File: config.mk
export PLATFORM = sky130hd
export DESIGN_NAME = sensor_command_packet_framer
export DESIGN_NICKNAME = d
export VERILOG_FILES = /design/src/hdl/scpf_pkg.sv /design/src/hdl/scpf_front.sv /design/src/hdl/scpf_queue.sv /design/src/hdl/scpf_back.sv /design/src/hdl/sensor_command_packet_framer.sv
export SDC_FILE = /design/constraint.sdc
export NUM_CORES = 1
export LEC_CHECK = 0
export ABC_AREA = 1
export BUFFER_PORTS_ARGS = -buffer_cell sky130_fd_sc_hd__buf_2
export CAP_MARGIN = 10
export CORE_UTILIZATION = 55
export CTS_CLUSTER_SIZE = 40
export DETAILED_ROUTE_END_ITERATION = 16
export GPL_TIMING_DRIVEN = 1
export HOLD_SLACK_MARGIN = 0.1
export PLACE_DENSITY_LB_ADDON = 0.2
export SLEW_MARGIN = 20
export SYNTH_ARGS = -nofsm -noshare
export SYNTH_HDL_FRONTEND = slang
export SYNTH_SLANG_ARGS = --single-unit
File: constraint.sdc
create_clock -name clk -period 14.7 [get_ports clk]
set_input_delay 1.47 -clock clk [delete_from_list [all_inputs] [get_ports clk]]
set_output_delay 1.47 -clock clk [all_outputs]
set_load 0.05 [all_outputs]
File: src/hdl/scpf_pkg.sv
// ----------------------------------------------------------------------------
// scpf_pkg
// Types and constants shared by the command frame builder modules.
// ----------------------------------------------------------------------------
package scpf_pkg;

  // fixed header bytes
  localparam logic [7:0] HDR_BYTE0 = 8'hEF;
  localparam logic [7:0] HDR_BYTE1 = 8'h01;

  // module address after reset
  localparam logic [31:0] ADDR_RESET = 32'hFFFF_FFFF;

  // length field adds the two checksum bytes
  localparam logic [15:0] LEN_EXTRA = 16'd2;

  // byte positions inside a frame
  localparam int unsigned STEP_W = 4;
  typedef enum logic [STEP_W-1:0] {
    STEP_HDR0   = 4'd0,
    STEP_HDR1   = 4'd1,
    STEP_ADDR3  = 4'd2,
    STEP_ADDR2  = 4'd3,
    STEP_ADDR1  = 4'd4,
    STEP_ADDR0  = 4'd5,
    STEP_TYPE   = 4'd6,
    STEP_LEN_HI = 4'd7,
    STEP_LEN_LO = 4'd8,
    STEP_DATA   = 4'd9,
    STEP_SUM_HI = 4'd10,
    STEP_SUM_LO = 4'd11
  } step_t;

  // one classified word handed from the front to the back
  typedef struct packed {
    logic        is_open;   // word opens a frame, header goes first
    logic        has_data;  // a payload byte goes out
    logic        is_last;   // checksum closes the frame after this word
    logic [31:0] addr;
    logic [7:0]  ptype;
    logic [15:0] flen;
    logic [7:0]  data;
    logic [15:0] sum;
  } entry_t;

endpackage

File: src/hdl/scpf_front.sv
// ----------------------------------------------------------------------------
// scpf_front
// Accepts input words, tracks the open frame and classifies each word.
// ----------------------------------------------------------------------------
module scpf_front
  import scpf_pkg::*;
(
  input  logic        clk,
  input  logic        rst_n,
  // configuration
  input  logic        cfg_valid,
  output logic        cfg_ready,
  input  logic [31:0] cfg_data,
  // input word
  input  logic        in_valid,
  output logic        in_ready,
  input  logic [7:0]  in_ptype,
  input  logic [15:0] in_plen,
  input  logic [7:0]  in_data,
  // to queue
  output logic        push_valid,
  input  logic        push_ready,
  output entry_t      push_entry
);

  logic [31:0] addr_r;
  logic [15:0] rem_r, rem_nxt;
  logic [15:0] sum_r, sum_nxt;
  logic [15:0] flen;
  logic [15:0] sum_open;
  logic [15:0] sum_e;
  logic        accept;

  assign cfg_ready  = 1'b1;
  assign in_ready   = push_ready;
  assign push_valid = in_valid;
  assign accept     = in_valid && push_ready;

  // classify the word against the open frame
  always_comb begin
    flen     = in_plen + LEN_EXTRA;
    sum_open = {8'd0, in_ptype} + {8'd0, flen[15:8]} + {8'd0, flen[7:0]};
    push_entry       = '0;
    push_entry.addr  = addr_r;
    push_entry.ptype = in_ptype;
    push_entry.flen  = flen;
    push_entry.data  = in_data;
    if (rem_r == 16'd0) begin
      push_entry.is_open  = 1'b1;
      push_entry.has_data = (in_plen != 16'd0);
      push_entry.is_last  = (in_plen <= 16'd1);
      sum_e   = (in_plen == 16'd0) ? sum_open : sum_open + {8'd0, in_data};
      rem_nxt = (in_plen == 16'd0) ? 16'd0 : in_plen - 16'd1;
    end else begin
      push_entry.is_open  = 1'b0;
      push_entry.has_data = 1'b1;
      push_entry.is_last  = (rem_r == 16'd1);
      sum_e   = sum_r + {8'd0, in_data};
      rem_nxt = rem_r - 16'd1;
    end
    push_entry.sum = sum_e;
    sum_nxt = push_entry.is_last ? 16'd0 : sum_e;
  end

  // frame tracking state
  always_ff @(posedge clk) begin
    if (!rst_n) begin
      rem_r <= 16'd0;
      sum_r <= 16'd0;
    end else if (accept) begin
      rem_r <= rem_nxt;
      sum_r <= sum_nxt;
    end
  end

  // module address register
  always_ff @(posedge clk) begin
    if (!rst_n) begin
      addr_r <= ADDR_RESET;
    end else if (cfg_valid) begin
      addr_r <= cfg_data;
    end
  end

endmodule

File: src/hdl/scpf_queue.sv
// ----------------------------------------------------------------------------
// scpf_queue
// Short first-in first-out queue of classified words between front and back.
// ----------------------------------------------------------------------------
module scpf_queue
  import scpf_pkg::*;
#(
  parameter int unsigned DEPTH = 2
)
(
  input  logic   clk,
  input  logic   rst_n,
  input  logic   push_valid,
  output logic   push_ready,
  input  entry_t push_entry,
  output logic   head_valid,
  input  logic   pop,
  output entry_t head_entry
);

  localparam int unsigned PTR_W = $clog2(DEPTH);
  localparam int unsigned CNT_W = $clog2(DEPTH + 1);
  localparam logic [PTR_W-1:0] PTR_LAST = PTR_W'(DEPTH - 1);
  localparam logic [CNT_W-1:0] CNT_FULL = CNT_W'(DEPTH);

  entry_t           mem_r [DEPTH];
  logic [PTR_W-1:0] wr_ptr_r, rd_ptr_r;
  logic [CNT_W-1:0] count_r;
  logic             push;

  assign push_ready = (count_r != CNT_FULL);
  assign head_valid = (count_r != '0);
  assign head_entry = mem_r[rd_ptr_r];
  assign push       = push_valid && push_ready;

  // storage
  always_ff @(posedge clk) begin
    if (push) begin
      mem_r[wr_ptr_r] <= push_entry;
    end
  end

  // pointers and fill count
  always_ff @(posedge clk) begin
    if (!rst_n) begin
      wr_ptr_r <= '0;
      rd_ptr_r <= '0;
      count_r  <= '0;
    end else begin
      if (push) begin
        wr_ptr_r <= (wr_ptr_r == PTR_LAST) ? '0 : wr_ptr_r + 1'b1;
      end
      if (pop) begin
        rd_ptr_r <= (rd_ptr_r == PTR_LAST) ? '0 : rd_ptr_r + 1'b1;
      end
      if (push && !pop) begin
        count_r <= count_r + 1'b1;
      end else if (pop && !push) begin
        count_r <= count_r - 1'b1;
      end
    end
  end

`ifndef SYNTHESIS
  // fill count stays within the queue
  a_count_range: assert property (@(posedge clk) disable iff (!rst_n)
    count_r <= CNT_FULL)
    else $error("queue count beyond depth");

  // the back never takes from an empty queue
  a_pop_nonempty: assert property (@(posedge clk) disable iff (!rst_n)
    pop |-> head_valid)
    else $error("pop from empty queue");

  // a lone pop lowers the count by one
  a_pop_count: assert property (@(posedge clk) disable iff (!rst_n)
    (pop && !push) |=> (count_r == $past(count_r) - 1'b1))
    else $error("queue count not reduced by pop");
`endif

endmodule

File: src/hdl/scpf_back.sv
// ----------------------------------------------------------------------------
// scpf_back
// Expands each classified word into frame bytes through an output register.
// ----------------------------------------------------------------------------
module scpf_back
  import scpf_pkg::*;
(
  input  logic       clk,
  input  logic       rst_n,
  input  logic       head_valid,
  input  entry_t     head_entry,
  output logic       pop,
  output logic       out_valid,
  input  logic       out_ready,
  output logic [7:0] out_byte,
  output logic       out_end
);

  logic       started_r, started_nxt;
  step_t      step_r, step_nxt;
  step_t      cur;
  logic       load;
  logic       word_done;
  logic [7:0] byte_sel;
  logic       valid_r;
  logic [7:0] byte_r;
  logic       end_r;

  assign out_valid = valid_r;
  assign out_byte  = byte_r;
  assign out_end   = end_r;

  // position of the next byte of the head word
  assign cur  = started_r ? step_r : (head_entry.is_open ? STEP_HDR0 : STEP_DATA);
  assign load = head_valid && (!valid_r || out_ready);
  assign word_done = (cur == STEP_SUM_LO) || ((cur == STEP_DATA) && !head_entry.is_last);
  assign pop  = load && word_done;

  // byte select
  always_comb begin
    unique case (cur)
      STEP_HDR0:   byte_sel = HDR_BYTE0;
      STEP_HDR1:   byte_sel = HDR_BYTE1;
      STEP_ADDR3:  byte_sel = head_entry.addr[31:24];
      STEP_ADDR2:  byte_sel = head_entry.addr[23:16];
      STEP_ADDR1:  byte_sel = head_entry.addr[15:8];
      STEP_ADDR0:  byte_sel = head_entry.addr[7:0];
      STEP_TYPE:   byte_sel = head_entry.ptype;
      STEP_LEN_HI: byte_sel = head_entry.flen[15:8];
      STEP_LEN_LO: byte_sel = head_entry.flen[7:0];
      STEP_DATA:   byte_sel = head_entry.data;
      STEP_SUM_HI: byte_sel = head_entry.sum[15:8];
      STEP_SUM_LO: byte_sel = head_entry.sum[7:0];
      default:     byte_sel = 8'd0;
    endcase
  end

  // step sequencing, payload is skipped on an empty frame
  always_comb begin
    started_nxt = started_r;
    step_nxt    = step_r;
    if (load) begin
      if (word_done) begin
        started_nxt = 1'b0;
      end else begin
        started_nxt = 1'b1;
        step_nxt    = ((cur == STEP_LEN_LO) && !head_entry.has_data) ?
                      STEP_SUM_HI : step_t'(cur + 1'b1);
      end
    end
  end

  always_ff @(posedge clk) begin
    if (!rst_n) begin
      started_r <= 1'b0;
      step_r    <= STEP_HDR0;
    end else begin
      started_r <= started_nxt;
      step_r    <= step_nxt;
    end
  end

  // output register
  always_ff @(posedge clk) begin
    if (!rst_n) begin
      valid_r <= 1'b0;
    end else if (load) begin
      valid_r <= 1'b1;
    end else if (out_ready) begin
      valid_r <= 1'b0;
    end
  end

  always_ff @(posedge clk) begin
    if (load) begin
      byte_r <= byte_sel;
      end_r  <= (cur == STEP_SUM_LO);
    end
  end

`ifndef SYNTHESIS
  // the frame end flag comes with popping a closing word
  a_end_pops: assert property (@(posedge clk) disable iff (!rst_n)
    (load && (cur == STEP_SUM_LO)) |-> (pop && head_entry.is_last))
    else $error("frame end without closing word");

  // a word in progress keeps its position while the output stalls
  a_step_hold: assert property (@(posedge clk) disable iff (!rst_n)
    (!load) |=> ($stable(step_r) && $stable(started_r)))
    else $error("step moved without a load");

  // the sequencer never runs past the low checksum byte
  a_step_range: assert property (@(posedge clk) disable iff (!rst_n)
    started_r |-> (step_r <= STEP_SUM_LO))
    else $error("step beyond frame end");
`endif

endmodule

File: src/hdl/sensor_command_packet_framer.sv
// ----------------------------------------------------------------------------
// sensor_command_packet_framer
// Builds fingerprint module command frames from a stream of payload words.
// ----------------------------------------------------------------------------
// The input side takes one word per cycle while the internal queue has room.
// A word that opens a frame yields nine header bytes (0xEF, 0x01, four address
// bytes, type, length high and low), then its payload byte if the length is
// nonzero; the word that closes a frame adds two checksum bytes, the low one
// flagged by out_tlast. Payload inside a frame leaves at one byte per cycle
// while out_tready is high and words are queued, as the byte sequencer of the
// back end emits one byte per cycle under that condition. The module address
// is sampled into each word as it is accepted.
module sensor_command_packet_framer
  import scpf_pkg::*;
#(
  parameter int unsigned QUEUE_DEPTH = 2  // 2 to 16 words
)
(
  input  logic        clk,
  input  logic        rst_n,
  // configuration
  input  logic        cfg_valid,
  output logic        cfg_ready,
  input  logic [31:0] cfg_data,       // module_address
  // input stream
  input  logic        in_tvalid,
  output logic        in_tready,
  input  logic [31:0] in_tdata,       // packet_type[7:0], payload_length[23:8],
                                      // data_byte[31:24]
  // output stream
  output logic        out_tvalid,
  input  logic        out_tready,
  output logic [7:0]  out_tdata,      // frame_byte[7:0]
  output logic        out_tlast
);

  logic   push_valid, push_ready;
  entry_t push_entry;
  logic   head_valid, pop;
  entry_t head_entry;

  // front: accept and classify
  scpf_front u_front (
    .clk        (clk),
    .rst_n      (rst_n),
    .cfg_valid  (cfg_valid),
    .cfg_ready  (cfg_ready),
    .cfg_data   (cfg_data),
    .in_valid   (in_tvalid),
    .in_ready   (in_tready),
    .in_ptype   (in_tdata[7:0]),
    .in_plen    (in_tdata[23:8]),
    .in_data    (in_tdata[31:24]),
    .push_valid (push_valid),
    .push_ready (push_ready),
    .push_entry (push_entry)
  );

  // queue between front and back
  scpf_queue #(
    .DEPTH (QUEUE_DEPTH)
  ) u_queue (
    .clk        (clk),
    .rst_n      (rst_n),
    .push_valid (push_valid),
    .push_ready (push_ready),
    .push_entry (push_entry),
    .head_valid (head_valid),
    .pop        (pop),
    .head_entry (head_entry)
  );

  // back: byte sequencer and output register
  scpf_back u_back (
    .clk        (clk),
    .rst_n      (rst_n),
    .head_valid (head_valid),
    .head_entry (head_entry),
    .pop        (pop),
    .out_valid  (out_tvalid),
    .out_ready  (out_tready),
    .out_byte   (out_tdata),
    .out_end    (out_tlast)
  );

endmodule

==> results.md, run 1 <==
* Boundary Pins at between 80 and 90
* Unrepaired setup endpoints after global routing: false
* Drt pass-1 iters at 5
* Number of slew-limit violations in the final report at 0
* Number of global-route vias before repair at slightly above 9,000
* Sequential area share after synthesis at between 50% and 60%
* Area share of the leading cell type in the synthesized netlist at roughly two fifths
* Setup slack of the most critical reg-to-reg path at ~11 ns
* Cell depth of the worst min-delay path at 0
* Pwr/cell area at roughly 170 mW/mm2
* Largest buffer count on any clock path at 3
* Detail Route Antenna Nets at 0
* Data arrival time of the critical path at 5.99 ns
* Sort of element at the end of the critical path: flop
* Height of the die at roughly 150 um
* Cell count after synthesis at 1,379
* Hold Crit Class: flop to flop
* Outcome: finished clean
* Routed wire length per instance at between 15 and 20 um
* Clk network pwr share at a little over a quarter
* Resized Gates After CTS at 0
* Post-synthesis average cell area at slightly above 9 um2
* Pin count of the biggest net entering global routing at 54
* WL final at ~33,000 um
* Buffer type at the clock tree root: sky130_fd_sc_hd__clkbuf_16
* Post-synthesis async set-or-reset flop share at 0%
* Worst IR Drop VDD at 0.0908 mV
* Fraction of power consumed by sequential logic at roughly two fifths
* WS Path Type: input port to flop
* Top achievable clock speed at between 150 and 200 MHz
* Top_reg_cell synth: sky130_fd_sc_hd__edfxtp_1
* Antenna violations before repair at 0
* Most frequent cells after synthesis: sky130_fd_sc_hd__nand2_1 (409), sky130_fd_sc_hd__edfxtp_1 (175), sky130_fd_sc_hd__inv_1 (120), sky130_fd_sc_hd__a21oi_1 (117), sky130_fd_sc_hd__nand3_1 (97)
* Critical-path cell with the highest stage delay: sky130_fd_sc_hd__ha_1
* Power spent charging and discharging nets at approximately 900 uW
* GR Overflow Total at 0
* Max-cap check violation count at 0
* Worst reg2reg endpoint: u_queue.count_r[1]
* Insertion delay of the later-clocked pin in the worst-skew pair at approximately 0.54 ns
* Leakage power of the design at 0.00594 uW
* Most common cell in the synthesized netlist: sky130_fd_sc_hd__nand2_1
* Total track usage at approximately 28%
* Initial Util at a little under three fifths
* Worst EP required at around 15 ns
* Fill count at 1,899
* Switching portion of total power at 37.5%
* Final sum of negative setup slack at 0 ns
* Detailed-route DRC error count at 0
* Number of inserted diodes at 0
* Number of buffer cells added on primary ports at 79
* Top cells by area, synth: sky130_fd_sc_hd__edfxtp_1 (42%), sky130_fd_sc_hd__nand2_1 (12%), sky130_fd_sc_hd__dfxtp_1 (12%), sky130_fd_sc_hd__a21oi_1 (4.6%), sky130_fd_sc_hd__ha_1 (4.6%)
* Clock transition at the registers of the reported paths at 0.06 ns
* Number of cells traversed by the worst register-to-register path at 16
* Proportion of layout cells with a drive suffix above 1 at roughly 12%
* Count of state elements after synthesis at 250
* TritonCTS clock tree: done
* Critical path capture point: u_front.sum_r[7]
* Area added between synthesis and finish at 11.7%
* Post-synthesis cell area at about 0.013 mm2
* Normalized max-slew margin at 30.1%
* Startpoint of the worst setup timing path: in_tdata[9]
* Type of element launching the critical path: input port
* Maximum fanout along the worst path at 9
* Ys Warns at 0
* Site row count at 55
* # hold bufs at CTS at 0
* Chip width at ~150 um
* Starting DRC count in detailed routing at approximately 950
* Final estimated routing congestion in global placement at roughly 0.94
* Final hold viol count at 0
* Detailed-route vias per instance at 5.56
* Num CTS Buffers at 27
* Number of unique standard cell types used by synthesis at 57
* Number of synthesized flops with an enable pin at 175
* Clk sink count at 250
* Fin crit period at between 5 and 6 ns
* Die area at 0.0235 mm2
* Core area at ~0.023 mm2
* Cell type with the highest aggregate area in the netlist: sky130_fd_sc_hd__edfxtp_1
* Setup violations, final at 0
* Tcrit/Tclk final at 38.1%
* Slowest cell delay on critical path at between 0.4 and 0.5 ns
* Number of setup buffers added after CTS at 0
* Comb pwr share at 34.4%
* H-tree depth reported by CTS at 1
* Cell with the most instances on the worst path: sky130_fd_sc_hd__nand2_1
* Worst Skew at 0.0103 ns
* Number of nets in the layout at 1,573
* P_int at roughly 1500 uW
* DR vias at 9,789
* Syn_nets at 1,498
* Wire length of the first global-routing pass at between 50,000 and 60,000 um
* Slew at the pin closest to its max-slew limit at between 1 and 1.5 ns
* DPL Wire Length at between 20,000 and 25,000 um
* Power after layout at between 2000 and 2500 uW
area by class of cell:
| cell class | count | area, um2 | area share, % |
|---|---|---|---|
| clock inverters | 16 | 131 | 0.933 |
| repair buffers | 88 | 463 | 3.29 |
| multi-input cells | 958 | 5170 | 36.7 |
| inverters | 129 | 492 | 3.49 |
| clock buffers | 34 | 712 | 5.05 |
| well taps | 285 | 357 | 2.53 |
| flip-flops and latches | 250 | 6760 | 48.0 |
cell usage in the layout (no fill, tap or decap), types with 3 or more instances in the layout:
cell type | netlist | routed
sky130_fd_sc_hd__buf_4 | 4 | 9
sky130_fd_sc_hd__o21ai_0 | 31 | 31
sky130_fd_sc_hd__xnor2_1 | 14 | 14
sky130_fd_sc_hd__nand3_1 | 97 | 97
sky130_fd_sc_hd__nand4_1 | 14 | 14
sky130_fd_sc_hd__xor2_1 | 38 | 38
sky130_fd_sc_hd__a211oi_1 | 4 | 4
sky130_fd_sc_hd__nand2_4 | 3 | 3
sky130_fd_sc_hd__inv_1 | 120 | 119
sky130_fd_sc_hd__nor3_1 | 8 | 8
sky130_fd_sc_hd__clkinv_1 | 3 | 8
sky130_fd_sc_hd__a22oi_1 | 12 | 12
sky130_fd_sc_hd__or2_2 | 5 | 5
sky130_fd_sc_hd__edfxtp_1 | 175 | 175
sky130_fd_sc_hd__a21oi_2 | 4 | 4
sky130_fd_sc_hd__buf_2 | 3 | 79
sky130_fd_sc_hd__clkbuf_16 | 0 | 27
sky130_fd_sc_hd__nor3_2 | 3 | 3
sky130_fd_sc_hd__a21oi_1 | 117 | 117
sky130_fd_sc_hd__nor2_4 | 7 | 9
sky130_fd_sc_hd__a221oi_1 | 4 | 4
sky130_fd_sc_hd__nand2_1 | 409 | 409
sky130_fd_sc_hd__clkinv_2 | 0 | 6
sky130_fd_sc_hd__dfxtp_1 | 75 | 74
sky130_fd_sc_hd__o211ai_1 | 8 | 8
sky130_fd_sc_hd__nor2_2 | 11 | 11
sky130_fd_sc_hd__nor2_1 | 68 | 66
sky130_fd_sc_hd__inv_2 | 4 | 4
sky130_fd_sc_hd__o21ai_2 | 3 | 3
sky130_fd_sc_hd__a31oi_1 | 6 | 6
sky130_fd_sc_hd__fa_1 | 4 | 4
sky130_fd_sc_hd__ha_1 | 46 | 46
sky130_fd_sc_hd__and2_1 | 5 | 5
sky130_fd_sc_hd__nand2_2 | 3 | 3
sky130_fd_sc_hd__clkbuf_1 | 31 | 6
sky130_fd_sc_hd__nor4_1 | 9 | 9
power groups by stage:
stage | Combinational, uW | Clock, uW | Sequential [uW]
finish | 847 | 644 | 972
global route | 943 | 686 | 983
CTS | 849 | 655 | 972
detailed placement | 845 | 0 | 985
global placement | 834 | 0 | 981
floorplan | 576 | 0 | 1020
metal layers:
metal	wire length (um)	track usage, %	up-vias
met3	1910	3.74	55
met5	0	0	-
li1	-	-	4800
met4	970	9.19	0
met2	15500	46.9	323
met1	14100	37.7	4611
worst min-delay path by stage:
stage	from	to	slack (ns)
floorplan	u_front.addr_r[0]	u_queue.mem_r[0][48]	0.43
global placement	u_front.addr_r[4]	u_queue.mem_r[1][52]	0.43
detailed placement	u_front.addr_r[4]	u_queue.mem_r[1][52]	0.44
CTS	u_front.addr_r[6]	u_queue.mem_r[1][54]	0.46
global route	u_front.addr_r[2]	u_queue.mem_r[1][50]	0.48
finish	u_front.addr_r[29]	u_queue.mem_r[1][77]	0.46
registers in the layout (all words and copies together), names as in the netlist, named ones only:
| register | cells |
|---|---|
| u_back.started_r | 1 |
| u_back.out_end | 1 |
| u_queue.count_r | 2 |
| u_back.out_byte | 8 |
| u_back.step_r | 4 |
| u_front.rem_r | 16 |
| u_front.addr_r | 32 |
| u_back.out_valid | 1 |
| u_queue.wr_ptr_r | 1 |
| u_queue.mem_r | 166 |
| u_queue.rd_ptr_r | 1 |
| u_front.sum_r | 16 |
kinds of logic (layout without fill, tap and decap cells):
| logic type | Yosys count | after routing | synth area share (%) |
|---|---|---|---|
| AOI/OAI and AO/OA | 201 | 201 | 9.19 |
| xor gates and xnor gates | 52 | 52 | 3.61 |
| adders and majority gates | 50 | 50 | 5.20 |
| buffers and inverters | 171 | 267 | 5.48 |
| DFF | 250 | 250 | 53.6 |
| muxes | 4 | 4 | 0.337 |
| other | 1 | 1 | 0.0298 |
| and+or+nand+nor | 650 | 650 | 22.5 |
worst max-delay path: cells and delay by family:
kind | cells | cell delay, ns
buf+inv | 5 | 0.39
compound gates | 5 | 0.57
xor+xnor | 3 | 0.74
simple gates | 15 | 1.72
fa+ha+maj | 3 | 1.09
through the flow:
| step | util (%) | std cells | cell area, um2 | setup slack (ns) | hold WS [ns] |
|---|---|---|---|---|---|
| 2_1_floorplan | - | 1379 | 12600 | 8.78 | 0.426 |
| 3_3_place_gp | 58.7 | 1710 | 13200 | 8.66 | 0.431 |
| 5_1_grt | 62.4 | 1760 | 14100 | 8.63 | 0.477 |
| 6_report | 62.4 | 1760 | 14100 | 9.10 | 0.462 |
| 3_5_place_dp | 58.7 | 1710 | 13200 | 8.59 | 0.442 |
| 4_1_cts | 62.4 | 1760 | 14100 | 9.15 | 0.457 |
Power figures use the tool's default switching activity.
==> inputs of run 2 (changes only) <==
==> constraint.sdc (replaced) <==
create_clock -name clk -period 4.75 [get_ports clk]
set_input_delay 0.475 -clock clk [delete_from_list [all_inputs] [get_ports clk]]
set_output_delay 0.475 -clock clk [all_outputs]
set_load 0.05 [all_outputs]
==> run 2 against run 1 <==
  * Sequential power rose to 3.1 times the previous value
  * Worst setup slack got worse by 8.7 ns
  * Utilization increased by 2.0 points
  * Die area stayed put
  * Sequential share of layout area down 1.5 points
  * Hold slack got worse by 0.32 ns
  * Total power grew to 3.2 times the previous value
  * Global-route usage barely moved
  * Highest routed layer unchanged
  * Final area up 3.2%
  * Count of clock-buffer cells in the layout down 2
==> results.md, run 2 (synthesis results as in run 1) <==
* Outcome: finished clean
* DR vias at 9,891
* Normalized max-slew margin at between 20% and 30%
* Leading cell type in the layout, fill and taps excluded: sky130_fd_sc_hd__nand2_1
* Pin count of the biggest net entering global routing at slightly above 80
* Fill count at between 1,500 and 2,000
* Site row count at 55
* Maximum fanout along the worst path at 4
* Number of buffer cells added on primary ports at 79
* Antenna violations before repair at 0
* Chip width at 153 um
* Cell class contributing the biggest share of worst-path delay: adder cells
* Final hold viol count at 0
* Insertion delay of the later-clocked pin in the worst-skew pair at about 0.53 ns
* Number of stages on the worst setup path at 28
* Detail Route Antenna Nets at 0
* Largest buffer count on any clock path at 3
* Final sum of negative setup slack at 0 ns
* Number of global-route vias before repair at 9,526
* Inst Count DP at 1,742
* Total track usage at 28.0%
* Initial Util at between 50 and 60%
* Clk sink count at 250
* Worst Skew at 0.0166 ns
* Routed wire length per instance at approximately 18 um
* Power after layout at between 7000 and 8000 uW
* Clock transition at the registers of the reported paths at about 0.06 ns
* Cell with the most instances on the worst path: sky130_fd_sc_hd__inv_1
* WL final at between 30,000 and 40,000 um
* Area added between synthesis and finish at 15.3%
* Cell depth of the worst min-delay path at 3
* Worst IR Drop VDD at about 0.34 mV
* Hold Crit Class: input port to flop
* Detailed-route vias per instance at approximately 5.5
* P_int at slightly above 5000 uW
* Sort of element at the end of the critical path: flop
* DPL Wire Length at ~23,000 um
* Buffers & Inverters on Critical Path at 6
* FF/Latch Area at ~0.0068 mm2
* Top achievable clock speed at approximately 230 MHz
* Fin crit period at 4.31 ns
* Type of element launching the critical path: input port
* Tcrit/Tclk final at between 90% and 100%
* Proportion of layout cells with a drive suffix above 1 at 15.2%
* Core area at between 0.02 and 0.025 mm2
* GR Overflow Total at 0
* Number of inserted diodes at 0
* Number of cells traversed by the worst register-to-register path at 10
* Critical-path cell with the highest stage delay: sky130_fd_sc_hd__fa_1
* Number of slew-limit violations in the final report at 0
* Final core occ at roughly 64%
* Drt pass-1 iters at 8
* Leakage power of the design at 0.00617 uW
* Max-cap check violation count at 0
* Switching portion of total power at a little over a third
* TritonCTS clock tree: done
* Slowest cell delay on critical path at 0.44 ns
* Wire length of the first global-routing pass at about 51,000 um
* Power spent charging and discharging nets at ~2900 uW
* Starting DRC count in detailed routing at 810
* Worst hold slack at 0.147 ns
* Height of the die at about 150 um
* Number of non-filler instances in the completed layout at about 1,800
* Buffer type at the clock tree root: sky130_fd_sc_hd__clkbuf_16
* Data arrival time of the critical path at between 4 and 5 ns
* Setup violations, final at 0
* Largest regs: u_queue.mem_r x166, u_front.addr_r x32
* Register name with the most flops: u_queue.mem_r
* Detailed-route DRC error count at 0
* Commonest non-fill, non-tap cells in the layout: sky130_fd_sc_hd__nand2_1 (409), sky130_fd_sc_hd__edfxtp_1 (175), sky130_fd_sc_hd__inv_1 (120), sky130_fd_sc_hd__a21oi_1 (116), sky130_fd_sc_hd__nand3_1 (97)
* H-tree depth reported by CTS at 1
* Final estimated routing congestion in global placement at slightly below 0.9
* Clk network pwr share at about 28%
* Number of flip-flops in the largest register at ~170
* WS Path Type: input port to flop
* Boundary Pins at between 80 and 90
* Num CTS Buffers at 27
* Number of nets in the layout at 1,607
* Fraction of power consumed by sequential logic at 37.4%
* Worst EP required at between 5 and 6 ns
* Die area at around 0.024 mm2
* Comb pwr share at a little over a third
* Pwr/cell area at ~550 mW/mm2
* Slew at the pin closest to its max-slew limit at 1.06 ns
* Area taken by multi-input logic gates at 0.00522 mm2
==> run 2: layer usage <==
layer / vias up / track usage [%] / wire (um)
met5: - / 0 / 0
met4: 0 / 9.10 / 940
met3: 60 / 3.94 / 1900
met2: 303 / 47.6 / 15600
met1: 4657 / 37.0 / 13800
li1: 4871 / - / -
==> run 2: cell type report <==
class	instances	area share (%)
inverters	129	3.38
repair buffers	122	5.25
well taps	285	2.45
clock inverters	18	1.59
multi-input cells	958	35.9
clock buffers	32	4.91
flip-flops and latches	250	46.5
==> run 2: worst min-delay path: stages <==
cell and delay (ns):
sky130_fd_sc_hd__buf_2 0.07, sky130_fd_sc_hd__nand2_1 0.04, sky130_fd_sc_hd__nand3_1 0.06
==> run 2: path summary, 6_finish.rpt <==
path | start | slack, ns | end
max reg2reg | u_back.started_r | 1.86 | u_back.out_byte[3]
min reg2reg | u_front.addr_r[28] | 0.46 | u_queue.mem_r[1][76]
max | in_tdata[10] | 0.44 | u_front.sum_r[4]
min | cfg_data[29] | 0.15 | u_front.addr_r[29]
==> run 2: timing repair <==
item,CTS,global route
hold buffers,0,0
endpoints found under the setup margin,0,8
gates resized for setup,0,7
setup buffers,0,1
==> run 2: power by group through the flow <==
stage | sequential (uW) | combinational (uW) | clock (uW)
2_1_floorplan | 3140 | 1790 | 0
3_3_place_gp | 3010 | 2660 | 0
3_5_place_dp | 3020 | 2700 | 0
4_1_cts | 2980 | 2720 | 2240
5_1_grt | 3010 | 3080 | 2330
6_report | 2980 | 2770 | 2220
==> run 2: stage by stage <==
step,area [um2],setup slack [ns]
after floorplan,12600,0.306
after global placement,13500,-0.0233
after detailed placement,13500,-0.188
after CTS,14500,0.356
after global routing,14500,-0.0260
final,14500,0.437
==> inputs of run 3 (changes only) <==
==> constraint.sdc (replaced) <==
create_clock -name clk -period 4 [get_ports clk]
set_input_delay 0.4 -clock clk [delete_from_list [all_inputs] [get_ports clk]]
set_output_delay 0.4 -clock clk [all_outputs]
set_load 0.05 [all_outputs]
==> run 3 against run 2 <==
  * The run now ends with setup timing left
  * Critical path depth is 2 lower
  * Hold slack worse by 0.041 ns
  * Non-clock buffer count is 75 higher
  * Cell count is 4.1% higher
  * Total power is 21% higher
  * Worst setup slack worse by 0.49 ns
  * Critical path type unchanged
  * Critical endpoint is now u_queue.mem_r[0][7]
==> results.md, run 3 (synthesis results as in run 1) <==
* Outcome: finished with violations
* Failing checks: setup timing
* WS Path Type: input port to flop
* GR Overflow Total at 0
* Inst Count DP at approximately 1,800
* Worst IR Drop VDD at roughly 0.56 mV
* Uppermost routed layer: met4
* Normalized max-slew margin at roughly 28%
* Sort of element at the end of the critical path: flop
* Proportion of layout cells with a drive suffix above 1 at ~22%
* Comb pwr share at about two fifths
* WL final at between 30,000 and 40,000 um
* Top achievable clock speed at between 200 and 250 MHz
* Detail Route met2 WL at ~17,000 um
* Fraction of power consumed by sequential logic at a little under two fifths
* Unrepaired setup endpoints after global routing: true
* Detail Route Antenna Nets at 0
* Register name with the most flops: u_queue.mem_r
* Maximum fanout along the worst path at 4
* Worst Skew at approximately 0.009 ns
* Wire length of the first global-routing pass at about 52,000 um
* Number of slew-limit violations in the final report at 0
* Chip width at around 150 um
* Height of the die at about 150 um
* Worst hold slack at around 0.11 ns
* Detailed-route vias per instance at around 5.6
* Power after layout at 9650 uW
* Worst setup slack after layout at -0.0524 ns
* Number of nets in the layout at roughly 1,700
* Drt pass-1 iters at 6
* H-tree depth reported by CTS at 1
* DR vias at ~10,000
* Antenna violations before repair at 0
* Site row count at 55
* Buffer type at the clock tree root: sky130_fd_sc_hd__clkbuf_16
* Routed met3 length at 2070 um
* Leakage power of the design at between 0.006 and 0.007 uW
* Type of element launching the critical path: input port
* Data arrival time of the critical path at between 4 and 5 ns
* Core area at between 0.02 and 0.025 mm2
* Tcrit/Tclk final at 101%
* TritonCTS clock tree: done
* Final hold viol count at 0
* Number of flip-flops in the largest register at 166
* Starting DRC count in detailed routing at 841
* Routed wire length per instance at between 15 and 20 um
* Pin count of the biggest net entering global routing at 64
* Insertion delay of the later-clocked pin in the worst-skew pair at roughly 0.53 ns
* Pwr/cell area at around 620 mW/mm2
* Detailed-route DRC error count at 0
* Number of buffer cells added on primary ports at between 70 and 80
* Number of non-filler instances in the completed layout at ~1,900
* Number of global-route vias before repair at about 9,800
* Fin crit period at approximately 4.1 ns
* Cell depth of the worst min-delay path at 3
* Boundary Pins at just over 80
* Die area at 0.0235 mm2
* Clock transition at the registers of the reported paths at 0.06 ns
* Num CTS Buffers at 26
* Hold Crit Class: input port to flop
* Total track usage at 28.7%
* Worst reg2reg endpoint: u_queue.count_r[1]
* Critical path capture point: u_queue.mem_r[0][7]
* Area added between synthesis and finish at 23.1%
* Final estimated routing congestion in global placement at approximately 0.91
* Met1 routed wirelength after detailed routing at 14,100 um
* Power spent charging and discharging nets at approximately 3500 uW
* DPL Wire Length at roughly 24,000 um
* Largest buffer count on any clock path at 3
* Clk network pwr share at 25.2%
* Switching portion of total power at between 30% and 40%
* Worst EP required at 4.28 ns
* Worst setup slack before clock tree synthesis at -0.690 ns
* Max-cap check violation count at 0
* Setup violations, final at 6
* Commonest non-fill, non-tap cells in the layout: sky130_fd_sc_hd__nand2_1 (393), sky130_fd_sc_hd__edfxtp_1 (175), sky130_fd_sc_hd__inv_1 (110), sky130_fd_sc_hd__a21oi_1 (106), sky130_fd_sc_hd__nand3_1 (88)
* Setup slack of the most critical reg-to-reg path at roughly 1.2 ns
* Clk sink count at 250
* Source of the worst register-to-register timing path: u_back.started_r
* Number of inserted diodes at 0
* Startpoint of the worst setup timing path: in_tdata[11]
* Initial Util at between 50% and 60%
* Slew at the pin closest to its max-slew limit at around 1.1 ns
* Largest regs: u_queue.mem_r x166, u_front.addr_r x32
* Number of cells traversed by the worst register-to-register path at 15
* Leading cell type in the layout, fill and taps excluded: sky130_fd_sc_hd__nand2_1
* P_int at roughly 6100 uW
[run 3: cell type report]
cell class | count | area [um2]
clock buffer | 35 | 746
timing repair buffer | 197 | 1430
tap | 285 | 357
fill | 1746 | 7050
multi-input combinational | 958 | 5620
inverter | 129 | 497
clock inverter | 13 | 123
sequential | 250 | 6760
[run 3: critical path, cell delays in order]
cell and delay (ns):
sky130_fd_sc_hd__buf_8 0.08, sky130_fd_sc_hd__inv_4 0.03, sky130_fd_sc_hd__nor3_4 0.20, sky130_fd_sc_hd__nand3_2 0.12, sky130_fd_sc_hd__nor3_4 0.27, sky130_fd_sc_hd__xor2_2 0.20
sky130_fd_sc_hd__ha_1 0.30, sky130_fd_sc_hd__a21oi_2 0.16, sky130_fd_sc_hd__nand2_2 0.09, sky130_fd_sc_hd__buf_6 0.12, sky130_fd_sc_hd__xor2_1 0.15, sky130_fd_sc_hd__ha_1 0.37
sky130_fd_sc_hd__a21oi_2 0.17, sky130_fd_sc_hd__nand2_2 0.10, sky130_fd_sc_hd__buf_6 0.14, sky130_fd_sc_hd__xor2_4 0.18, sky130_fd_sc_hd__ha_4 0.27, sky130_fd_sc_hd__nand2_1 0.09
sky130_fd_sc_hd__nand2_2 0.07, sky130_fd_sc_hd__a21oi_2 0.16, sky130_fd_sc_hd__nand2_2 0.07, sky130_fd_sc_hd__or2_2 0.27, sky130_fd_sc_hd__nand3_1 0.08, sky130_fd_sc_hd__nand2_1 0.07
sky130_fd_sc_hd__nand2_1 0.08, sky130_fd_sc_hd__nand2_2 0.08
[run 3: metrics by stage]
stage	instance area [um2]	TNS [ns]	util (%)
after global routing	15500	-3.76	68.8
after detailed placement	13800	-13.33	61.4
final	15500	-0.238	68.8
after floorplan	12700	-1.75	-
after CTS	15000	-0.00313	66.6
after global placement	13800	-10.28	61.4
[run 3: routing by layer]
metal  global-route usage (%)  up-vias
met2                     49.0      350
met4                     12.1        0
met1                     37.1     4957
li1                         -     5019
met3                     3.23       83
met5                        0        -
[run 3: power by group through the flow]
stage	logic (uW)	registers [uW]	clock network, uW
finish	3680	3540	2430
CTS	3340	3540	2450
detailed placement	3280	3590	0
global placement	3220	3570	0
floorplan	2130	3730	0
global route	4050	3570	2570
[run 3: how the worst min path moves through the flow]
stage | from | endpoint | slack, ns
final | cfg_data[28] | u_front.addr_r[28] | 0.11
after floorplan | u_front.addr_r[0] | u_queue.mem_r[0][48] | 0.43
after global placement | u_front.addr_r[12] | u_queue.mem_r[0][60] | 0.43
after detailed placement | u_front.addr_r[12] | u_queue.mem_r[1][60] | 0.44
after CTS | cfg_data[2] | u_front.addr_r[2] | 0.10
after global routing | cfg_data[28] | u_front.addr_r[28] | 0.10
[run 3: repair_timing]
action                                  CTS  global route
endpoints found under the setup margin   10            24
pin swaps                                 9            53
buffers inserted                          1            11
resized for setup                         3            99
hold endpoints to repair                 31             0
hold buffers                             29             0
gates cloned                              0             0
